$ cat src/hdl/tiap_pkg.sv
// Package for the time-indexed affine policy block: sizes, codes, item types and helpers.
`timescale 1ns / 1ps
package tiap_pkg;

    // Storage sizes.
    localparam int MAX_HORIZON    = 64;
    localparam int MAX_STATE_DIM  = 16;
    localparam int MAX_ACTION_DIM = 8;

    // Index widths.
    localparam int T_W  = $clog2(MAX_HORIZON);
    localparam int R_W  = $clog2(MAX_ACTION_DIM);
    localparam int C_W  = $clog2(MAX_STATE_DIM);
    localparam int SD_W = $clog2(MAX_STATE_DIM + 1);
    localparam int AD_W = $clog2(MAX_ACTION_DIM + 1);
    localparam int J_W  = (SD_W > AD_W) ? SD_W : AD_W;

    // Memory address widths.
    localparam int GA_W  = T_W + R_W + C_W;
    localparam int OA_W  = T_W + R_W;
    localparam int NA_W  = T_W + R_W + R_W;
    localparam int CLR_W = (GA_W > NA_W) ? GA_W : NA_W;

    // Configuration register widths.
    localparam int HZ_W = 7;
    localparam int SDR_W = 5;
    localparam int ADR_W = 4;
    localparam int CFG_IDX_W = 2;
    localparam int CFG_DATA_W = 8;

    localparam logic [CFG_IDX_W-1:0] CFG_HORIZON    = 2'd0;
    localparam logic [CFG_IDX_W-1:0] CFG_STATE_DIM  = 2'd1;
    localparam logic [CFG_IDX_W-1:0] CFG_ACTION_DIM = 2'd2;

    // Action codes of an input item.
    localparam logic [2:0] ACT_GAIN    = 3'd0;
    localparam logic [2:0] ACT_OFFSET  = 3'd1;
    localparam logic [2:0] ACT_NSCALE  = 3'd2;
    localparam logic [2:0] ACT_STATE   = 3'd3;
    localparam logic [2:0] ACT_NOISE   = 3'd4;
    localparam logic [2:0] ACT_COMPUTE = 3'd5;

    localparam logic signed [31:0] ONE_Q16 = 32'sh0001_0000;

    // Queue depth between front and back.
    localparam int Q_DEPTH = 4;
    localparam int Q_PW    = $clog2(Q_DEPTH);

    // Input item.
    typedef struct packed {
        logic [2:0]         action;
        logic [5:0]         timestep;
        logic [2:0]         row;
        logic [3:0]         col;
        logic signed [31:0] value;
        logic               use_noise;
    } cmd_t;

    // Result item.
    typedef struct packed {
        logic [2:0]         component;
        logic signed [31:0] control;
        logic               last;
        logic               status;
    } res_t;

    // Classified work for the back end.
    typedef enum logic [2:0] {
        K_GAIN,
        K_OFFSET,
        K_NSCALE,
        K_STATE,
        K_NOISE,
        K_COMPUTE,
        K_ERROR
    } kind_t;

    typedef struct packed {
        kind_t              kind;
        logic [T_W-1:0]     t;
        logic [R_W-1:0]     r;
        logic [C_W-1:0]     c;
        logic signed [31:0] value;
        logic               noisy;
        logic [SD_W-1:0]    sd;
        logic [AD_W-1:0]    ad;
    } work_t;

    // Back end status seen by the front.
    typedef struct packed {
        logic clearing;
    } back_status_t;

    // Signed 64-bit add that saturates at the limits.
    function automatic logic signed [63:0] sat_add64(input logic signed [63:0] a,
                                                    input logic signed [63:0] b);
        logic signed [63:0] s;
        s = a + b;
        if ((a[63] == b[63]) && (s[63] != a[63]))
        begin
            s = a[63] ? {1'b1, {63{1'b0}}} : {1'b0, {63{1'b1}}};
        end
        return s;
    endfunction

    // Round Q32.32 to Q16.16 and saturate to 32 bits.
    function automatic logic signed [31:0] round_sat32(input logic signed [63:0] acc);
        logic signed [63:0] r;
        logic [31:0]        q;
        r = sat_add64(acc, 64'sd32768);
        if ((&r[63:47]) || !(|r[63:47]))
        begin
            q = r[47:16];
        end
        else
        begin
            q = r[63] ? 32'h8000_0000 : 32'h7FFF_FFFF;
        end
        return q;
    endfunction

endpackage

$ cat src/hdl/tiap_queue.sv
// Short queue of classified work between the front and back ends.
`timescale 1ns / 1ps
module tiap_queue import tiap_pkg::*; (
    input  logic  clk,
    input  logic  rst_n,
    input  logic  push,
    input  work_t push_data,
    input  logic  pop,
    output work_t head,
    output logic  full,
    output logic  empty
);

    work_t           slot_reg [Q_DEPTH];
    logic [Q_PW-1:0] wr_ptr_reg;
    logic [Q_PW-1:0] rd_ptr_reg;
    logic [Q_PW:0]   count_reg;

    assign full  = (count_reg == (Q_PW+1)'(Q_DEPTH));
    assign empty = (count_reg == '0);
    assign head  = slot_reg[rd_ptr_reg];

    // Entry storage.
    always_ff @(posedge clk)
    begin
        if (push)
        begin
            slot_reg[wr_ptr_reg] <= push_data;
        end
    end

    // Pointers and fill count.
    always_ff @(posedge clk or negedge rst_n)
    begin
        if (!rst_n)
        begin
            wr_ptr_reg <= '0;
            rd_ptr_reg <= '0;
            count_reg  <= '0;
        end
        else
        begin
            if (push)
            begin
                wr_ptr_reg <= wr_ptr_reg + 1'b1;
            end
            if (pop)
            begin
                rd_ptr_reg <= rd_ptr_reg + 1'b1;
            end
            if (push && !pop)
            begin
                count_reg <= count_reg + 1'b1;
            end
            else if (pop && !push)
            begin
                count_reg <= count_reg - 1'b1;
            end
        end
    end

endmodule

$ cat config.mk
export PLATFORM = sky130hd
export DESIGN_NAME = tiap_queue
export DESIGN_NICKNAME = d
export VERILOG_FILES = /design/src/hdl/tiap_pkg.sv /design/src/hdl/tiap_queue.sv
export SDC_FILE = /design/constraint.sdc
export NUM_CORES = 1
export LEC_CHECK = 0
export ABC_AREA = 1
export BUFFER_PORTS_ARGS = -buffer_cell sky130_fd_sc_hd__buf_2
export CORE_MARGIN = 1.5
export CORE_UTILIZATION = 40
export CTS_CLUSTER_DIAMETER = 60
export CTS_CLUSTER_SIZE = 40
export DETAILED_ROUTE_END_ITERATION = 8
export PLACE_DENSITY = 0.62
export SLEW_MARGIN = 20
export SYNTH_ARGS = -nofsm -noshare
export SYNTH_HDL_FRONTEND = slang
export SYNTH_SLANG_ARGS = --single-unit
export TNS_END_PERCENT = 10
$ cat constraint.sdc
create_clock -name clk -period 6.9 [get_ports clk]
set_input_delay 0.345 -clock clk [delete_from_list [all_inputs] [get_ports clk]]
set_output_delay 0.345 -clock clk [all_outputs]
set_load 0.02 [all_outputs]
==> flow_metrics.tcl, run 1 <==
set metrics [dict create \
    syn_to_final_growth_pct 14.0 \
    start_kind "flop" \
    synth-xor-area-share 0.00350 \
    min_path_type "in -> reg" \
    synth_top_cell_area_share 0.696 \
    power_mw 5.01 \
    slew_headroom 0.399 \
    hold_ws_ns 0.0592 \
    drive_gt1_frac 0.267 \
    ys_ff_latch 239 \
    finalNetCount 903 \
    yosys_warnings 0 \
    synthTopCellsByArea "edfxtp_1, o211ai_2, nand2_1" \
    power.density_nw_per_um2 439 \
    hold_viol 0 \
    rsz0062_at_grt "false" \
    ys_seq_area_frac 0.714 \
    synthMuxAreaShare 0 \
    core.rowCount 57 \
    routedWlPerCell_um 15.4 \
    die_w_um 161 \
    syn-num-nets 793 \
    synth_cell_types 21 \
    cts_root_buf "clkbuf_16" \
    cts_resized 0 \
    maxCapViolations 0 \
    synth_largest_area_cell "edfxtp_1" \
    grt_overflow 0 \
    finalMaxSlewViolations 0 \
    path_clk_slew_ns 0.09 \
    place_congestion 0.685 \
    start_util 0.409 \
    drt_iter0_drc 254 \
    grt_antenna_before_repair 4 \
    tns_ns 0 \
    yosys.area_share.simple 0.0723 \
    stdcell_count 1171 \
    portBuffers 121 \
    post-cts-setup-buffer-count 0 \
    grt_max_degree 105 \
    core-area_sq_um 24500 \
    syn_area_sq_um 10000 \
    worst_ep_required_time_ns 6.55 \
    cts_max_level 1 \
    synth_cells 725 \
    viasPerCell 4.73 \
    cts_buffers 19 \
    postCtsHoldBufs 1 \
    io_pins 122 \
    max_freq_ghz 0.369 \
    drc 0 \
    cp-end-kind "output port" \
    clkSinkCount 239 \
    worstSetupPathType "reg -> out" \
    ir_drop_v 0.000241 \
    layout_commonest_cell "edfxtp_1" \
    diodes 0 \
    largest_reg_flops 232 \
    die_area_sq_um 26000 \
    post-dp-hpwl_um 10300 \
    vias 5542 \
    fin_skew_ns 0.0146 \
    clock_path_buffers 3 \
    worstMarginPinSlew_ns 0.902 \
    worst_slack_ns 4.19 \
    post-place-ws_ns 4.42 \
    final_cell_mix "edfxtp_1, nand2_1, inv_1, buf_2, o211ai_2" \
    wl_um 18100 \
    cts_tree "yes" \
    status "complete, no violations" \
    dp.cells 1137 \
    crit_fanout 102 \
    die_h_um 161 \
    ant_nets 0 \
    critPathArrivalTime_ns 2.36 \
    power.leakage_nw 4.61 \
    grt_pass1_vias 5361 \
    synth-adder-area-share 0.00825 \
    synth_top_family_by_area "compound AO/OA/AOI/OAI gates" \
    avgSynthCellArea_sq_um 13.8 \
    synth_compound_area_frac 0.117 \
    fin_crit_sh 0.393 \
    clk-insertion-delay-late_ns 0.50 \
    grt_pass1_wl_um 28600 \
    track_usage 0.140 \
    period_minus_slack_ns 2.71 \
    firstDrtPassIters 4 \
    setup_viol 0 \
]
[stage by stage]
step                cell area (sq um)   util
detailed placement              10700  0.438
global placement                10700  0.438
finish                          11400  0.466
global route                    11400  0.466
CTS                             11400  0.466
floorplan                       10000      -
[worst max-delay path: stages (launching register included)]
cell and delay [ns]:
dfrtp_4 0.63, buf_6 0.65, nand2_1 0.15, o211ai_1 0.12, nand2_1 0.11, buf_2 0.17
[layout make-up]
class / instances / area, sq um
clock inverter: 12 / 191
tap: 324 / 405
clock buffer: 21 / 493
multi-input combinational: 318 / 2010
fill: 2159 / 13100
inverter: 128 / 483
timing repair buffer: 129 / 676
sequential: 239 / 7150
[per-layer routing]
| metal | GRT usage | wire length (um) |
|---|---|---|
| met1 | 0.175 | 7730 |
| met2 | 0.246 | 8960 |
| met4 | 0.0396 | 369 |
| met3 | 0.0311 | 984 |
| met5 | 0 | 50 |
[where the power goes]
part           internal, mW  total [mW]  switching [mW]
Combinational         0.557        1.81            1.26
Sequential             1.90        2.03           0.130
Clock                 0.603        1.16           0.556
Total                  3.06        5.01            1.94
[synth_stat cells (all sizes together)]
master	number
buf	39
clkbuf	1
dfrtp	7
edfxtp	232
fa	1
ha	5
inv	128
nand2	187
nand3	1
nand4	1
nor3	2
o211ai	116
o21ai	1
xnor2	1
xor2	3
[cell families (layout without fill, tap and decap cells)]
kind of cell | after synthesis | count (layout)
XOR/XNOR | 4 | 4
AND/OR/NAND/NOR | 191 | 191
adder cells (fa/ha/maj) | 6 | 6
AO/OA/AOI/OAI | 117 | 117
buffers and inverters | 168 | 290
flip-flops | 239 | 239
[worst paths after layout]
check / startpoint / end / slack [ns] / cells after the start
worst max-delay path: rd_ptr_reg[0] / head[0] / 4.19 / 5
worst min-delay path: push_data[16] / slot_reg[2][16] / 0.06 / 1
worst max register to register: wr_ptr_reg[1] / slot_reg[1][29] / 4.75 / 5
worst min register to register: count_reg[2] / count_reg[2] / 0.51 / 2
max in group asynchronous: rst_n / rd_ptr_reg[0] / 6.51 / 2
min in group asynchronous: rst_n / count_reg[2] / 0.21 / 2
(Power assumes the default switching activity.)
==> inputs of run 2 (changes only) <==
--- a/config.mk
+++ b/config.mk
@@ -5,14 +5,14 @@
 export SDC_FILE = /design/constraint.sdc
 export NUM_CORES = 1
 export LEC_CHECK = 0
-export ABC_AREA = 1
+export ABC_AREA = 0
 export BUFFER_PORTS_ARGS = -buffer_cell sky130_fd_sc_hd__buf_2
 export CORE_MARGIN = 1.5
 export CORE_UTILIZATION = 40
 export CTS_CLUSTER_DIAMETER = 60
 export CTS_CLUSTER_SIZE = 40
 export DETAILED_ROUTE_END_ITERATION = 8
-export PLACE_DENSITY = 0.62
+export PLACE_DENSITY = 0.63
 export SLEW_MARGIN = 20
 export SYNTH_ARGS = -nofsm -noshare
 export SYNTH_HDL_FRONTEND = slang
==> constraint.sdc (replaced) <==
create_clock -name clk -period 2.8 [get_ports clk]
set_input_delay 0.14 -clock clk [delete_from_list [all_inputs] [get_ports clk]]
set_output_delay 0.14 -clock clk [all_outputs]
set_load 0.02 [all_outputs]
==> flow_metrics.tcl, run 2 <==
set metrics [dict create \
    grt_max_degree 46 \
    syn_area_sq_um 8830 \
    vias 4117 \
    power.leakage_nw 3.80 \
    routedWlPerCell_um 19.5 \
    period_minus_slack_ns 2.17 \
    avgSynthCellArea_sq_um 26.1 \
    reg2reg_slack_ns 1.00 \
    clk-insertion-delay-late_ns 0.49 \
    synth_largest_area_cell "edfxtp_1" \
    fin_crit_sh 0.776 \
    synthTopCellsByArea "edfxtp_1, mux4_2, dfrtp_1" \
    synthArstFlopShare 0.0293 \
    die_h_um 152 \
    wl_met3_um 757 \
    status "complete, no violations" \
    ys_ff_latch 239 \
    synth_flop_cell "edfxtp_1" \
    grt_pass1_vias 4483 \
    diodes 0 \
    syn-num-nets 406 \
    cts_buffers 16 \
    firstDrtPassIters 4 \
    grt_overflow 0 \
    ir_drop_v 0.000571 \
    setup_viol 0 \
    r2r.worst_path.cells 4 \
    yosys_warnings 0 \
    r2r_start "wr_ptr_reg[0]" \
    top_layer "met4" \
    cts_max_level 1 \
    finalMaxSlewViolations 0 \
    post-cts-setup-buffer-count 0 \
    clkSinkCount 239 \
    synth_cell_types 19 \
    hold_depth 3 \
    worst-path-buf-inv 2 \
    core.rowCount 54 \
    hold_ws_ns 0.401 \
    hold_path_end "rd_ptr_reg[0]" \
    portBuffers 121 \
    worstMarginPinSlew_ns 0.575 \
    wl_met1_um 6600 \
    synth_top_cell_area_share 0.789 \
    critPathArrivalTime_ns 2.03 \
    holdCritStartpoint "pop" \
    wl_um 16100 \
    critPathTopFamily "flip-flops" \
    die_area_sq_um 23000 \
    critPathSlowestCell "dfrtp_2" \
    path_cells "buf_12 > mux4_2 > buf_2" \
    cts_root_buf "clkbuf_16" \
    start_util 0.406 \
    core-area_sq_um 21800 \
    io_pins 122 \
    fin_skew_ns 0.0107 \
    grt_pass1_wl_um 24200 \
    wl_met2_um 8390 \
    cpPeakStageDelay_ns 0.64 \
    largest_reg_flops 232 \
    viasPerCell 4.98 \
    track_usage 0.141 \
    grt_antenna_before_repair 0 \
    start_kind "flop" \
    ant_nets 0 \
    maxCapViolations 0 \
    ys_seq_area_frac 0.808 \
    post-dp-hpwl_um 9650 \
    cp-end-kind "output port" \
    worst_ep_required_time_ns 2.66 \
    drc 0 \
    syn_to_final_growth_pct 24.7 \
    worstReg2RegEnd "slot_reg[0][4]" \
    hold_viol 0 \
    synth_cells 338 \
    crit_fanout 45 \
    final_cell_mix "edfxtp_1, buf_2, dlygate4sd3_1, mux4_2, clkbuf_16" \
    min_path_type "in -> reg" \
    power.density_nw_per_um2 1010 \
    finalNetCount 605 \
    rsz0062_at_grt "false" \
    slew_headroom 0.616 \
    worstSetupPathType "reg -> out" \
    drt_iter0_drc 216 \
    layout_commonest_cell "edfxtp_1" \
    clock_path_buffers 3 \
    drive_gt1_frac 0.411 \
    cts_tree "yes" \
    max_freq_ghz 0.460 \
    synth-edff-count 232 \
    die_w_um 152 \
    path_clk_slew_ns 0.08 \
    synth.top_cells.by_count "edfxtp_1, mux4_2, dfrtp_1, buf_12" \
    tns_ns 0 \
    place_congestion 0.666 \
    yosysMostFrequentCell "edfxtp_1" \
]
==> run 2: cell count changes after synthesis, moves of 3 or more <==
cell,previous run,this run
and2_1,0,4
buf_8,3,0
buf_12,1,6
o211ai_2,59,0
buf_6,19,1
buf_2,14,5
o211ai_1,57,0
inv_1,127,4
mux4_2,0,58
nand2_1,187,2
==> run 2: layout make-up <==
class,instances,area [sq um]
Clock inverter,11,171
Clock buffer,17,425
Sequential cell,239,7150
Timing Repair Buffer,195,1390
Multi-Input combinational cell,81,1520
Inverter,4,15.0
Tap cell,280,350
Fill cell,1734,10700
==> run 2: stage by stage <==
step                total power [mW]  worst slack (ns)  std cells   util  cell area [sq um]
floorplan                       7.58             0.392        338      -               8830
global route                    11.7             0.530        827  0.506              11000
finish                          11.1             0.626        827  0.506              11000
CTS                             11.3             0.569        827  0.506              11000
global placement                8.58              1.00        736  0.450               9790
detailed placement              8.67             0.927        736  0.450               9790
==> run 2: routing by layer <==
| layer | GRT usage | up-vias |
|---|---|---|
| li1 | - | 1834 |
| met1 | 0.173 | 2152 |
| met2 | 0.254 | 105 |
| met3 | 0.0272 | 26 |
| met4 | 0.0399 | 0 |
| met5 | 0 | - |
==> run 2: what timing repair did <==
item | CTS | global route
hold endpoints to repair | 243 | 0
resized for setup | 0 | 0
hold buffers | 63 | 0
setup endpoints to repair | 0 | 0
==> run 2: kinds of logic (layout without fill, tap and decap cells) <==
family / count (synthesis) / in the layout / synth area share
simple gates: 9 / 9 / 0.00552
xor+xnor: 6 / 6 / 0.00595
flops: 239 / 239 / 0.808
compound gates: 1 / 1 / 0.000566
buf+inv: 18 / 227 / 0.0211
fa+ha+maj: 6 / 6 / 0.00935
mux: 59 / 59 / 0.149
==> run 2: report_power, final <==
| part | switching, mW | internal (mW) |
|---|---|---|
| Clock | 1.24 | 1.36 |
| Combinational | 2.07 | 1.56 |
| Sequential | 0.224 | 4.68 |
==> run 2: worst register-to-register path: cells and delay by family (launching register included) <==
kind | cells | cell delay, ns
and+or+nand+nor | 1 | 0.52
DFF | 1 | 0.43
buffers and inverters | 2 | 0.40
adders and majority gates | 1 | 0.16
==> run 2: worst max path at each step <==
stage	from	endpoint	slack, ns	cells after the start
final	rd_ptr_reg[1]	head[11]	0.63	3
after global routing	rd_ptr_reg[1]	head[9]	0.53	3
after CTS	rd_ptr_reg[1]	head[9]	0.57	3
after detailed placement	wr_ptr_reg[0]	slot_reg[0][33]	0.93	4
after global placement	wr_ptr_reg[0]	slot_reg[0][33]	1.00	4
after floorplan	wr_ptr_reg[0]	slot_reg[2][0]	0.39	3
