[config.mk]
export PLATFORM = sky130hd
export DESIGN_NAME = tiap_front
export DESIGN_NICKNAME = d
export VERILOG_FILES = /design/src/hdl/tiap_pkg.sv /design/src/hdl/tiap_front.sv
export SDC_FILE = /design/constraint.sdc
export NUM_CORES = 1
export LEC_CHECK = 0
export BUFFER_PORTS_ARGS = -buffer_cell sky130_fd_sc_hd__buf_2
export CORE_UTILIZATION = 39
export CTS_CLUSTER_DIAMETER = 80
export CTS_CLUSTER_SIZE = 8
export DETAILED_ROUTE_END_ITERATION = 12
export GPL_ROUTABILITY_DRIVEN = 0
export PLACE_DENSITY = 0.87
export SLEW_MARGIN = 5
export SYNTH_ARGS = -nofsm -noshare
export SYNTH_HDL_FRONTEND = slang
export SYNTH_SLANG_ARGS = --single-unit
export TNS_END_PERCENT = 50
[constraint.sdc]
create_clock -name clk -period 2.3 [get_ports clk]
set_input_delay 0 -clock clk [delete_from_list [all_inputs] [get_ports clk]]
set_output_delay 0 -clock clk [all_outputs]
set_load 0.05 [all_outputs]
[src/hdl/tiap_pkg.sv]
// Package for the time-indexed affine policy block: sizes, codes, item types and helpers.
`timescale 1ns / 1ps
package tiap_pkg;

    // Storage sizes.
    localparam int MAX_HORIZON    = 64;
    localparam int MAX_STATE_DIM  = 16;
    localparam int MAX_ACTION_DIM = 8;

    // Index widths.
    localparam int T_W  = $clog2(MAX_HORIZON);
    localparam int R_W  = $clog2(MAX_ACTION_DIM);
    localparam int C_W  = $clog2(MAX_STATE_DIM);
    localparam int SD_W = $clog2(MAX_STATE_DIM + 1);
    localparam int AD_W = $clog2(MAX_ACTION_DIM + 1);
    localparam int J_W  = (SD_W > AD_W) ? SD_W : AD_W;

    // Memory address widths.
    localparam int GA_W  = T_W + R_W + C_W;
    localparam int OA_W  = T_W + R_W;
    localparam int NA_W  = T_W + R_W + R_W;
    localparam int CLR_W = (GA_W > NA_W) ? GA_W : NA_W;

    // Configuration register widths.
    localparam int HZ_W = 7;
    localparam int SDR_W = 5;
    localparam int ADR_W = 4;
    localparam int CFG_IDX_W = 2;
    localparam int CFG_DATA_W = 8;

    localparam logic [CFG_IDX_W-1:0] CFG_HORIZON    = 2'd0;
    localparam logic [CFG_IDX_W-1:0] CFG_STATE_DIM  = 2'd1;
    localparam logic [CFG_IDX_W-1:0] CFG_ACTION_DIM = 2'd2;

    // Action codes of an input item.
    localparam logic [2:0] ACT_GAIN    = 3'd0;
    localparam logic [2:0] ACT_OFFSET  = 3'd1;
    localparam logic [2:0] ACT_NSCALE  = 3'd2;
    localparam logic [2:0] ACT_STATE   = 3'd3;
    localparam logic [2:0] ACT_NOISE   = 3'd4;
    localparam logic [2:0] ACT_COMPUTE = 3'd5;

    localparam logic signed [31:0] ONE_Q16 = 32'sh0001_0000;

    // Queue depth between front and back.
    localparam int Q_DEPTH = 4;
    localparam int Q_PW    = $clog2(Q_DEPTH);

    // Input item.
    typedef struct packed {
        logic [2:0]         action;
        logic [5:0]         timestep;
        logic [2:0]         row;
        logic [3:0]         col;
        logic signed [31:0] value;
        logic               use_noise;
    } cmd_t;

    // Result item.
    typedef struct packed {
        logic [2:0]         component;
        logic signed [31:0] control;
        logic               last;
        logic               status;
    } res_t;

    // Classified work for the back end.
    typedef enum logic [2:0] {
        K_GAIN,
        K_OFFSET,
        K_NSCALE,
        K_STATE,
        K_NOISE,
        K_COMPUTE,
        K_ERROR
    } kind_t;

    typedef struct packed {
        kind_t              kind;
        logic [T_W-1:0]     t;
        logic [R_W-1:0]     r;
        logic [C_W-1:0]     c;
        logic signed [31:0] value;
        logic               noisy;
        logic [SD_W-1:0]    sd;
        logic [AD_W-1:0]    ad;
    } work_t;

    // Back end status seen by the front.
    typedef struct packed {
        logic clearing;
    } back_status_t;

    // Signed 64-bit add that saturates at the limits.
    function automatic logic signed [63:0] sat_add64(input logic signed [63:0] a,
                                                    input logic signed [63:0] b);
        logic signed [63:0] s;
        s = a + b;
        if ((a[63] == b[63]) && (s[63] != a[63]))
        begin
            s = a[63] ? {1'b1, {63{1'b0}}} : {1'b0, {63{1'b1}}};
        end
        return s;
    endfunction

    // Round Q32.32 to Q16.16 and saturate to 32 bits.
    function automatic logic signed [31:0] round_sat32(input logic signed [63:0] acc);
        logic signed [63:0] r;
        logic [31:0]        q;
        r = sat_add64(acc, 64'sd32768);
        if ((&r[63:47]) || !(|r[63:47]))
        begin
            q = r[47:16];
        end
        else
        begin
            q = r[63] ? 32'h8000_0000 : 32'h7FFF_FFFF;
        end
        return q;
    endfunction

endpackage

[src/hdl/tiap_front.sv]
// Front end: configuration registers, item decode, range checks and clamped dimensions.
`timescale 1ns / 1ps
module tiap_front import tiap_pkg::*; (
    input  logic                  clk,
    input  logic                  rst_n,
    input  logic                  cmd_valid,
    output logic                  cmd_ready,
    input  cmd_t                  cmd,
    input  logic                  cfg_valid,
    output logic                  cfg_ready,
    input  logic [CFG_IDX_W-1:0]  cfg_index,
    input  logic [CFG_DATA_W-1:0] cfg_data,
    input  logic                  q_full,
    input  back_status_t          bstat,
    output logic                  q_push,
    output work_t                 q_data
);

    logic [HZ_W-1:0]  horizon_reg;
    logic [SDR_W-1:0] state_dim_reg;
    logic [ADR_W-1:0] action_dim_reg;
    logic [HZ_W-1:0]  hz;
    logic             useful;
    kind_t            kind;

    // Configuration registers; writes are always taken.
    assign cfg_ready = 1'b1;

    always_ff @(posedge clk or negedge rst_n)
    begin
        if (!rst_n)
        begin
            horizon_reg    <= HZ_W'(64);
            state_dim_reg  <= SDR_W'(16);
            action_dim_reg <= ADR_W'(8);
        end
        else if (cfg_valid)
        begin
            unique case (cfg_index)
                CFG_HORIZON:    horizon_reg    <= cfg_data[HZ_W-1:0];
                CFG_STATE_DIM:  state_dim_reg  <= cfg_data[SDR_W-1:0];
                CFG_ACTION_DIM: action_dim_reg <= cfg_data[ADR_W-1:0];
                default:        ;
            endcase
        end
    end

    // Timesteps in use, limited to storage.
    assign hz = (horizon_reg < HZ_W'(MAX_HORIZON)) ? horizon_reg : HZ_W'(MAX_HORIZON);

    // Classify the item and drop those that change nothing.
    always_comb
    begin
        kind   = K_ERROR;
        useful = 1'b0;
        unique case (cmd.action)
            ACT_GAIN:
            begin
                kind   = K_GAIN;
                useful = (32'(cmd.timestep) < 32'(MAX_HORIZON))
                      && (32'(cmd.row) < 32'(MAX_ACTION_DIM))
                      && (32'(cmd.col) < 32'(MAX_STATE_DIM));
            end
            ACT_OFFSET:
            begin
                kind   = K_OFFSET;
                useful = (32'(cmd.timestep) < 32'(MAX_HORIZON))
                      && (32'(cmd.row) < 32'(MAX_ACTION_DIM));
            end
            ACT_NSCALE:
            begin
                kind   = K_NSCALE;
                useful = (32'(cmd.timestep) < 32'(MAX_HORIZON))
                      && (32'(cmd.row) < 32'(MAX_ACTION_DIM))
                      && (32'(cmd.col) < 32'(MAX_ACTION_DIM));
            end
            ACT_STATE:
            begin
                kind   = K_STATE;
                useful = 32'(cmd.col) < 32'(MAX_STATE_DIM);
            end
            ACT_NOISE:
            begin
                kind   = K_NOISE;
                useful = 32'(cmd.row) < 32'(MAX_ACTION_DIM);
            end
            ACT_COMPUTE:
            begin
                kind   = (HZ_W'(cmd.timestep) >= hz) ? K_ERROR : K_COMPUTE;
                useful = 1'b1;
            end
            default:
            begin
                kind   = K_ERROR;
                useful = 1'b0;
            end
        endcase
    end

    // Build the queue entry with the dimensions already clamped.
    always_comb
    begin
        q_data.kind  = kind;
        q_data.t     = cmd.timestep[T_W-1:0];
        q_data.r     = cmd.row[R_W-1:0];
        q_data.c     = cmd.col[C_W-1:0];
        q_data.value = cmd.value;
        q_data.noisy = cmd.use_noise;
        q_data.sd    = (32'(state_dim_reg) < MAX_STATE_DIM)
                     ? SD_W'(state_dim_reg) : SD_W'(MAX_STATE_DIM);
        if (action_dim_reg == '0)
        begin
            q_data.ad = AD_W'(1);
        end
        else if (32'(action_dim_reg) < MAX_ACTION_DIM)
        begin
            q_data.ad = AD_W'(action_dim_reg);
        end
        else
        begin
            q_data.ad = AD_W'(MAX_ACTION_DIM);
        end
    end

    assign cmd_ready = !q_full && !bstat.clearing;
    assign q_push    = cmd_valid && cmd_ready && useful;

endmodule

==> results of run 1 <==
[stage by stage]
step / std cells / utilization [%] / total power, mW
floorplan: 124 / - / 0.872
global placement: 163 / 38.2 / 0.766
detailed placement: 163 / 38.2 / 0.776
CTS: 175 / 42.0 / 0.964
global route: 175 / 42.0 / 1.01
finish: 175 / 42.0 / 0.954
[metal layers]
layer	part of all wire [%]	vias up	wire length (µm)	GRT usage, %
met5	0	-	0	0
met4	1.0	0	29	4.76
met3	16	6	450	8.35
met2	51	71	1410	28.7
met1	32	365	873	16.0
li1	-	377	-	-
[worst max path at each step]
stage                                    start    endpoint  slack [ps]
CTS                 horizon_reg[6]$_DFFE_PN1P_  q_data[56]         130
floorplan           horizon_reg[6]$_DFFE_PN1P_  q_data[55]         210
global placement    horizon_reg[6]$_DFFE_PN1P_  q_data[56]         450
finish              horizon_reg[6]$_DFFE_PN1P_  q_data[56]         170
global route        horizon_reg[6]$_DFFE_PN1P_  q_data[55]          20
detailed placement  horizon_reg[6]$_DFFE_PN1P_  q_data[56]         440
[final cells by class]
type / count / area (µm²) / area share (%)
clock buffers: 4 / 36.3 / 2.83
inverters: 2 / 7.51 / 0.585
multi-input cells: 56 / 475 / 37.0
flip-flops and latches: 16 / 404 / 31.5
well taps: 44 / 55.1 / 4.29
repair buffers: 53 / 305 / 23.8
[cell usage in the layout, fill, tap and decap left out, types with 2 or more instances in the layout]
cell type / n
buf_2: 45
mux2_2: 16
dfrtp_1: 13
nor2b_1: 8
dlygate4sd3_1: 8
nand2b_1: 6
ha_1: 6
nor2_1: 5
dfstp_2: 3
clkbuf_4: 3
inv_1: 2
o21ai_0: 2
nand3b_1: 2
[cell families (layout without fill, tap and decap cells)]
| logic type | Yosys count | after routing |
|---|---|---|
| buf+inv | 52 | 59 |
| simple gates | 25 | 25 |
| mux | 16 | 16 |
| flops | 16 | 16 |
| compound gates | 8 | 8 |
| fa+ha+maj | 6 | 6 |
| other cells | 1 | 1 |
[report_power, final]
group	total, mW	leakage [nW]	internal [mW]	switching [mW]
sequential	0.380	0.185	0.342	0.0372
combinational	0.397	0.419	0.147	0.250
clock	0.177	0.0210	0.0962	0.0809
==> results by group, run 1 <==
Run status
  • Outcome: finished clean

Timing
  • Final worst slack: 172 ps
  • Final hold viol count: 0
  • # setup viols final: 0
  • Fin crit share: 92.5%
  • Max-slew violation count: 0
  • Min cycle time layout: 2130 ps
  • RSZ-0062 raised after global routing: false
  • Max Clock Freq: 470 MHz
  • Setup Skew: 0 ps
  • Minimum hold slack: 0.0220 ps
  • Setup_tns: 0 ps

Layout
  • Design area: 1280 µm²
  • Share of cells above drive strength 1: 53.4%
  • Fin nets: 203
  • Fill cells: 305
  • Area growth, synth to finish: 2.29%
  • Antenna Cells: 0
  • Max reg flops: 7

Setup path
  • Crit-path cells: nand2b_1 -> ha_1 -> a21o_1 -> a31oi_1 -> o21ai_0 -> a31o_2 -> buf_2
  • Worst path required time: between 2000 and 2500 ps
  • R2R Setup Slk: ~1500 ps
  • CP bufs+invs: 1
  • Critical Path Fanout Max: 9
  • Stages on the worst setup path: 7
  • Reg2reg path depth: 1
  • Critical Path Slowest Stage Cell: dfstp_2
  • CP Launch Type: flop
  • Crit-path max cell delay: 590 ps
  • CP Class: flop to primary output
  • Worst setup EP type: primary output
  • Worst R2R Start: horizon_reg[6]$_DFFE_PN1P_
  • Reg2reg end: horizon_reg[6]$_DFFE_PN1P_
  • Delay-heaviest family, CP: compound AO/OA/AOI/OAI gates
  • Worst path arrival time: 2130 ps

Placed design
  • PortBufs: 45
  • DP Worst Slack: between 400 and 500 ps
  • Cell Area, Placed: 1170 µm²
  • HPWL after DPL: roughly 2400 µm

Yosys
  • Syn Inst Count: around 120
  • Simple-gate area share of the yosys netlist: 12.9%
  • Syn_nets: 195
  • Synth top cells by count: buf_4 (48), mux2_2 (16), dfrtp_1 (13), nor2b_1 (8)
  • Largest family of logic cells by synthesized area: buffers and inverters
  • Post-synthesis compound-gate area fraction: between 4 and 5%
  • Count leader, synth: buf_4
  • Yosys reg bits: 16
  • Yosys top cell by area: buf_4
  • Most used DFF post-synth: dfrtp_1
  • Ys async rst share: 100%
  • Ys Warns: 0
  • Syn Area/Cell: 10.1 µm²
  • Library cells used by synthesis: 23
  • Post-Synth XOR/XNOR Area: 0%
  • EDFF count, synth: 0
  • Mapped Area: 1250 µm²
  • Post-synth top area share: 28.7%
  • Area contributors post-synth: buf_4 (29%), dfrtp_1 (26%), mux2_2 (14%)
  • Adder-cell share of the synthesized area: under 10%
  • Seq/Total Area, Yosys: 32.2%
  • Mux cell area share after synthesis: around 14%

Route
  • Drt first pass iters: 3
  • Vias per cell: 4.68
  • Routed Antenna Nets: 0
  • Initial DRC count: 11
  • DRC viols: 0
  • Vias post-DR: 819
  • WL per Instance: 15.8 µm
  • Final WL: 2760 µm

Floorplanning
  • Die W: just under 60 µm
  • I/O pin cnt: ~130
  • Core ar.: 3050 µm²
  • Die Y-Extent: just under 60 µm
  • Initial core utilization: around two fifths
  • Rows: 20
  • Die area: 3450 µm²

Min path
  • Hold_sp: cmd[2]
  • Worst hold path class: input port to primary output
  • Hold endpoint: q_data[11]
  • Hold Path Depth: 0

CTS
  • CTS tree: done
  • Skew-Pair Late Insertion Delay: 280 ps
  • CTS Root Cell: clkbuf_4
  • Num Clock Sinks: 16
  • CTS clk-pin slew, worst paths: 80 ps
  • Hold bufs inserted after CTS: 8
  • TritonCTS Buffers: 3
  • PostCTS Resize Cnt: 0
  • Clock Path Buffers: 2
  • Setup bufs post-CTS: 0
  • H-tree levels: 1

GRT
  • Initial antenna violation count: 0
  • Largest net degree at the start of global routing: 17
  • First-pass GRT wire length: 3990 µm
  • Vias in the first global route: 781
  • Grt ovf: 0
  • Total GRT Usage: 16.0%

Power and ir drop
  • PwrDens: 743 nW/µm²
  • P_leak: 0.625 nW
  • Worst vdd ir: 486 µV

Run
  • Max cap viols: 0
Note: power is estimated with default switching activity, not from simulation.
==> inputs of run 2 (changes only) <==
CTS_BUF_LIST = sky130_fd_sc_hd__clkbuf_16   (was unset)
==> results by group, run 2 (same netlist as run 1, synthesis figures left out) <==
Floorplanning
  • Initial core utilization: 41.1% (unchanged)
  • Core ar.: 3050 µm² (unchanged)
  • Die W: 58.7 µm (unchanged)
  • I/O pin cnt: 126 (unchanged)
  • Rows: 20 (unchanged)
  • Die Y-Extent: 58.7 µm (unchanged)
  • Die area: 3450 µm² (unchanged)

Route
  • Drt first pass iters: 3 (unchanged)
  • WL per Instance: 16.1 µm (+1.8%)
  • Routed Antenna Nets: 0 (unchanged)
  • Vias per cell: 4.76 (+1.8%)
  • DRC viols: 0 (unchanged)
  • Vias post-DR: 810 (-1.1%)
  • Initial DRC count: 14 (+3)
  • Final WL: 2730 µm (-1.1%)

CTS
  • CTS Root Cell: clkbuf_16
  • CTS clk-pin slew, worst paths: 50 ps (-30 ps)
  • PostCTS Resize Cnt: 0 (unchanged)
  • Clock Path Buffers: 2 (unchanged)
  • Skew-Pair Late Insertion Delay: 250 ps (-30 ps)
  • CTS tree: done
  • TritonCTS Buffers: 3 (unchanged)
  • Num Clock Sinks: 16 (unchanged)
  • H-tree levels: 1 (unchanged)

GRT
  • First-pass GRT wire length: 3960 µm (-0.70%)
  • Total GRT Usage: 16.3% (+0.33 points)
  • Grt ovf: 0 (unchanged)
  • Initial antenna violation count: 0 (unchanged)
  • Largest net degree at the start of global routing: 17 (unchanged)
  • Vias in the first global route: 763 (-2.3%)

Layout
  • Area growth, synth to finish: 1.69%
  • Fin nets: 198 (-2.5%)
  • Design area: 1280 µm² (-0.59%)
  • Share of cells above drive strength 1: 54.8% (+1.3 points)
  • Most frequent cells in the layout: buf_2 (45), mux2_2 (16), dfrtp_1 (13)
  • Commonest non-fill, non-tap cell in the layout: buf_2
  • Final core occ: 41.8% (-0.25 points)
  • Antenna Cells: 0 (unchanged)
  • Max reg flops: 7 (unchanged)

Timing
  • Fin crit share: 90.6% (-1.9 points)
  • Min cycle time layout: 2080 ps (-43.7 ps)
  • # setup viols final: 0 (unchanged)
  • Minimum hold slack: 0.0220 ps (unchanged)
  • Setup Skew: 0 ps (unchanged)
  • Final hold viol count: 0 (unchanged)
  • Setup_tns: 0 ps (unchanged)
  • Max Clock Freq: 480 MHz (+2.1%)
  • Max-slew violation count: 0 (unchanged)
  • RSZ-0062 raised after global routing: false

Setup path
  • CP Class: flop to primary output
  • CP startpoint: horizon_reg[6]$_DFFE_PN1P_
  • CP Launch Type: flop
  • R2R Setup Slk: 1510 ps (about the same)
  • Worst path arrival time: 2080 ps (-50 ps)
  • Worst path required time: 2300 ps (about the same)
  • Reg2reg end: horizon_reg[6]$_DFFE_PN1P_
  • Worst setup EP type: primary output
  • Critical Path Fanout Max: 9 (unchanged)
  • Setup crit end: q_data[56]
  • Worst R2R Start: horizon_reg[6]$_DFFE_PN1P_
  • Reg2reg path depth: 1 (unchanged)

Min path
  • Worst hold path class: input port to primary output

Power and ir drop
  • Sequential group share of total power: 34.5% (-5.3 points)
  • Internal power: 0.716 mW (+22%)
  • Clock Power Share: 30.1% (+11 points)
  • P_leak: 0.622 nW (-0.53%)
  • Comb pwr share: 35.4% (-6.2 points)
  • PwrDens: 865 nW/µm² (+16%)
  • Psw: 0.388 mW (+5.4%)
  • Switch share: 35.2% (-3.4 points)
  • Worst vdd ir: 586 µV (+21%)

Run status
  • Outcome: finished clean

Placed design
  • HPWL after DPL: 2390 µm (unchanged)
  • PortBufs: 45 (unchanged)
  • Cell Area, Placed: 1170 µm² (unchanged)

Run
  • Max cap viols: 0 (unchanged)
-- run 2: cell types whose count changed in the layout (fill, tap and decap cells not counted) --
cell | previous run | this run
dlygate4sd3_1 | 8 | 3
clkbuf_16 | 0 | 3
clkbuf_4 | 3 | 0
clkbuf_8 | 1 | 0
clkinv_1 | 0 | 1
-- run 2: how the worst min path moves through the flow --
| stage | startpoint | to | slack (ps) | depth (start not counted) |
|---|---|---|---|---|
| 2_1_floorplan | rst_n | action_dim_reg[0]$_DFFE_PN0P_ | -300 | 0 |
| 3_3_place_gp | rst_n | state_dim_reg[1]$_DFFE_PN0P_ | -80 | 1 |
| 3_5_place_dp | rst_n | state_dim_reg[2]$_DFFE_PN0P_ | -80 | 1 |
| 4_1_cts | cmd[4] | q_data[13] | 0.4 | 0 |
| 5_1_grt | cmd[2] | q_data[11] | 0.1 | 0 |
| 6_report | cmd[2] | q_data[11] | 0.02 | 0 |
-- run 2: per-stage QoR --
step	power, mW	setup slack (ps)	std cells
final	1.10	216	170
after global routing	1.16	82.2	170
after CTS	1.12	181	170
after detailed placement	0.776	445	163
after global placement	0.766	455	163
after floorplan	0.872	208	124
-- run 2: what timing repair did --
item	4_1_cts	5_1_grt
hold endpoints to repair	18	0
hold buffers	3	0
buffers inserted	0	0
-- run 2: cell type report --
| cell class | instances | area, µm² |
|---|---|---|
| fillers | 311 | 1780 |
| multi-input cells | 56 | 475 |
| flip-flops and latches | 16 | 404 |
| repair buffers | 48 | 255 |
| clock buffers | 3 | 75.1 |
| well taps | 44 | 55.1 |
| inverters | 2 | 7.51 |
| clock inverters | 1 | 3.75 |
-- run 2: routing by layer --
metal,up-vias,GRT usage (%),wire (µm)
met2,71,27.8,1340
li1,366,-,-
met3,9,9.01,460
met5,-,0,0
met4,0,7.82,60
met1,364,16.1,867
-- run 2: critical path, cell delays in order (launching register included) --
cell and delay [ps]:
dfstp_2 570, nand2b_1 120, ha_1 230, a21o_1 180, a31oi_1 170, o21ai_0 120, a31o_2 250, buf_2 200
-- run 2: power by group through the flow --
stage / clock, mW / combinational [mW] / sequential (mW)
after floorplan: 0 / 0.499 / 0.373
after global placement: 0 / 0.383 / 0.384
after detailed placement: 0 / 0.390 / 0.386
after CTS: 0.339 / 0.395 / 0.382
after global routing: 0.352 / 0.422 / 0.390
final: 0.332 / 0.391 / 0.381
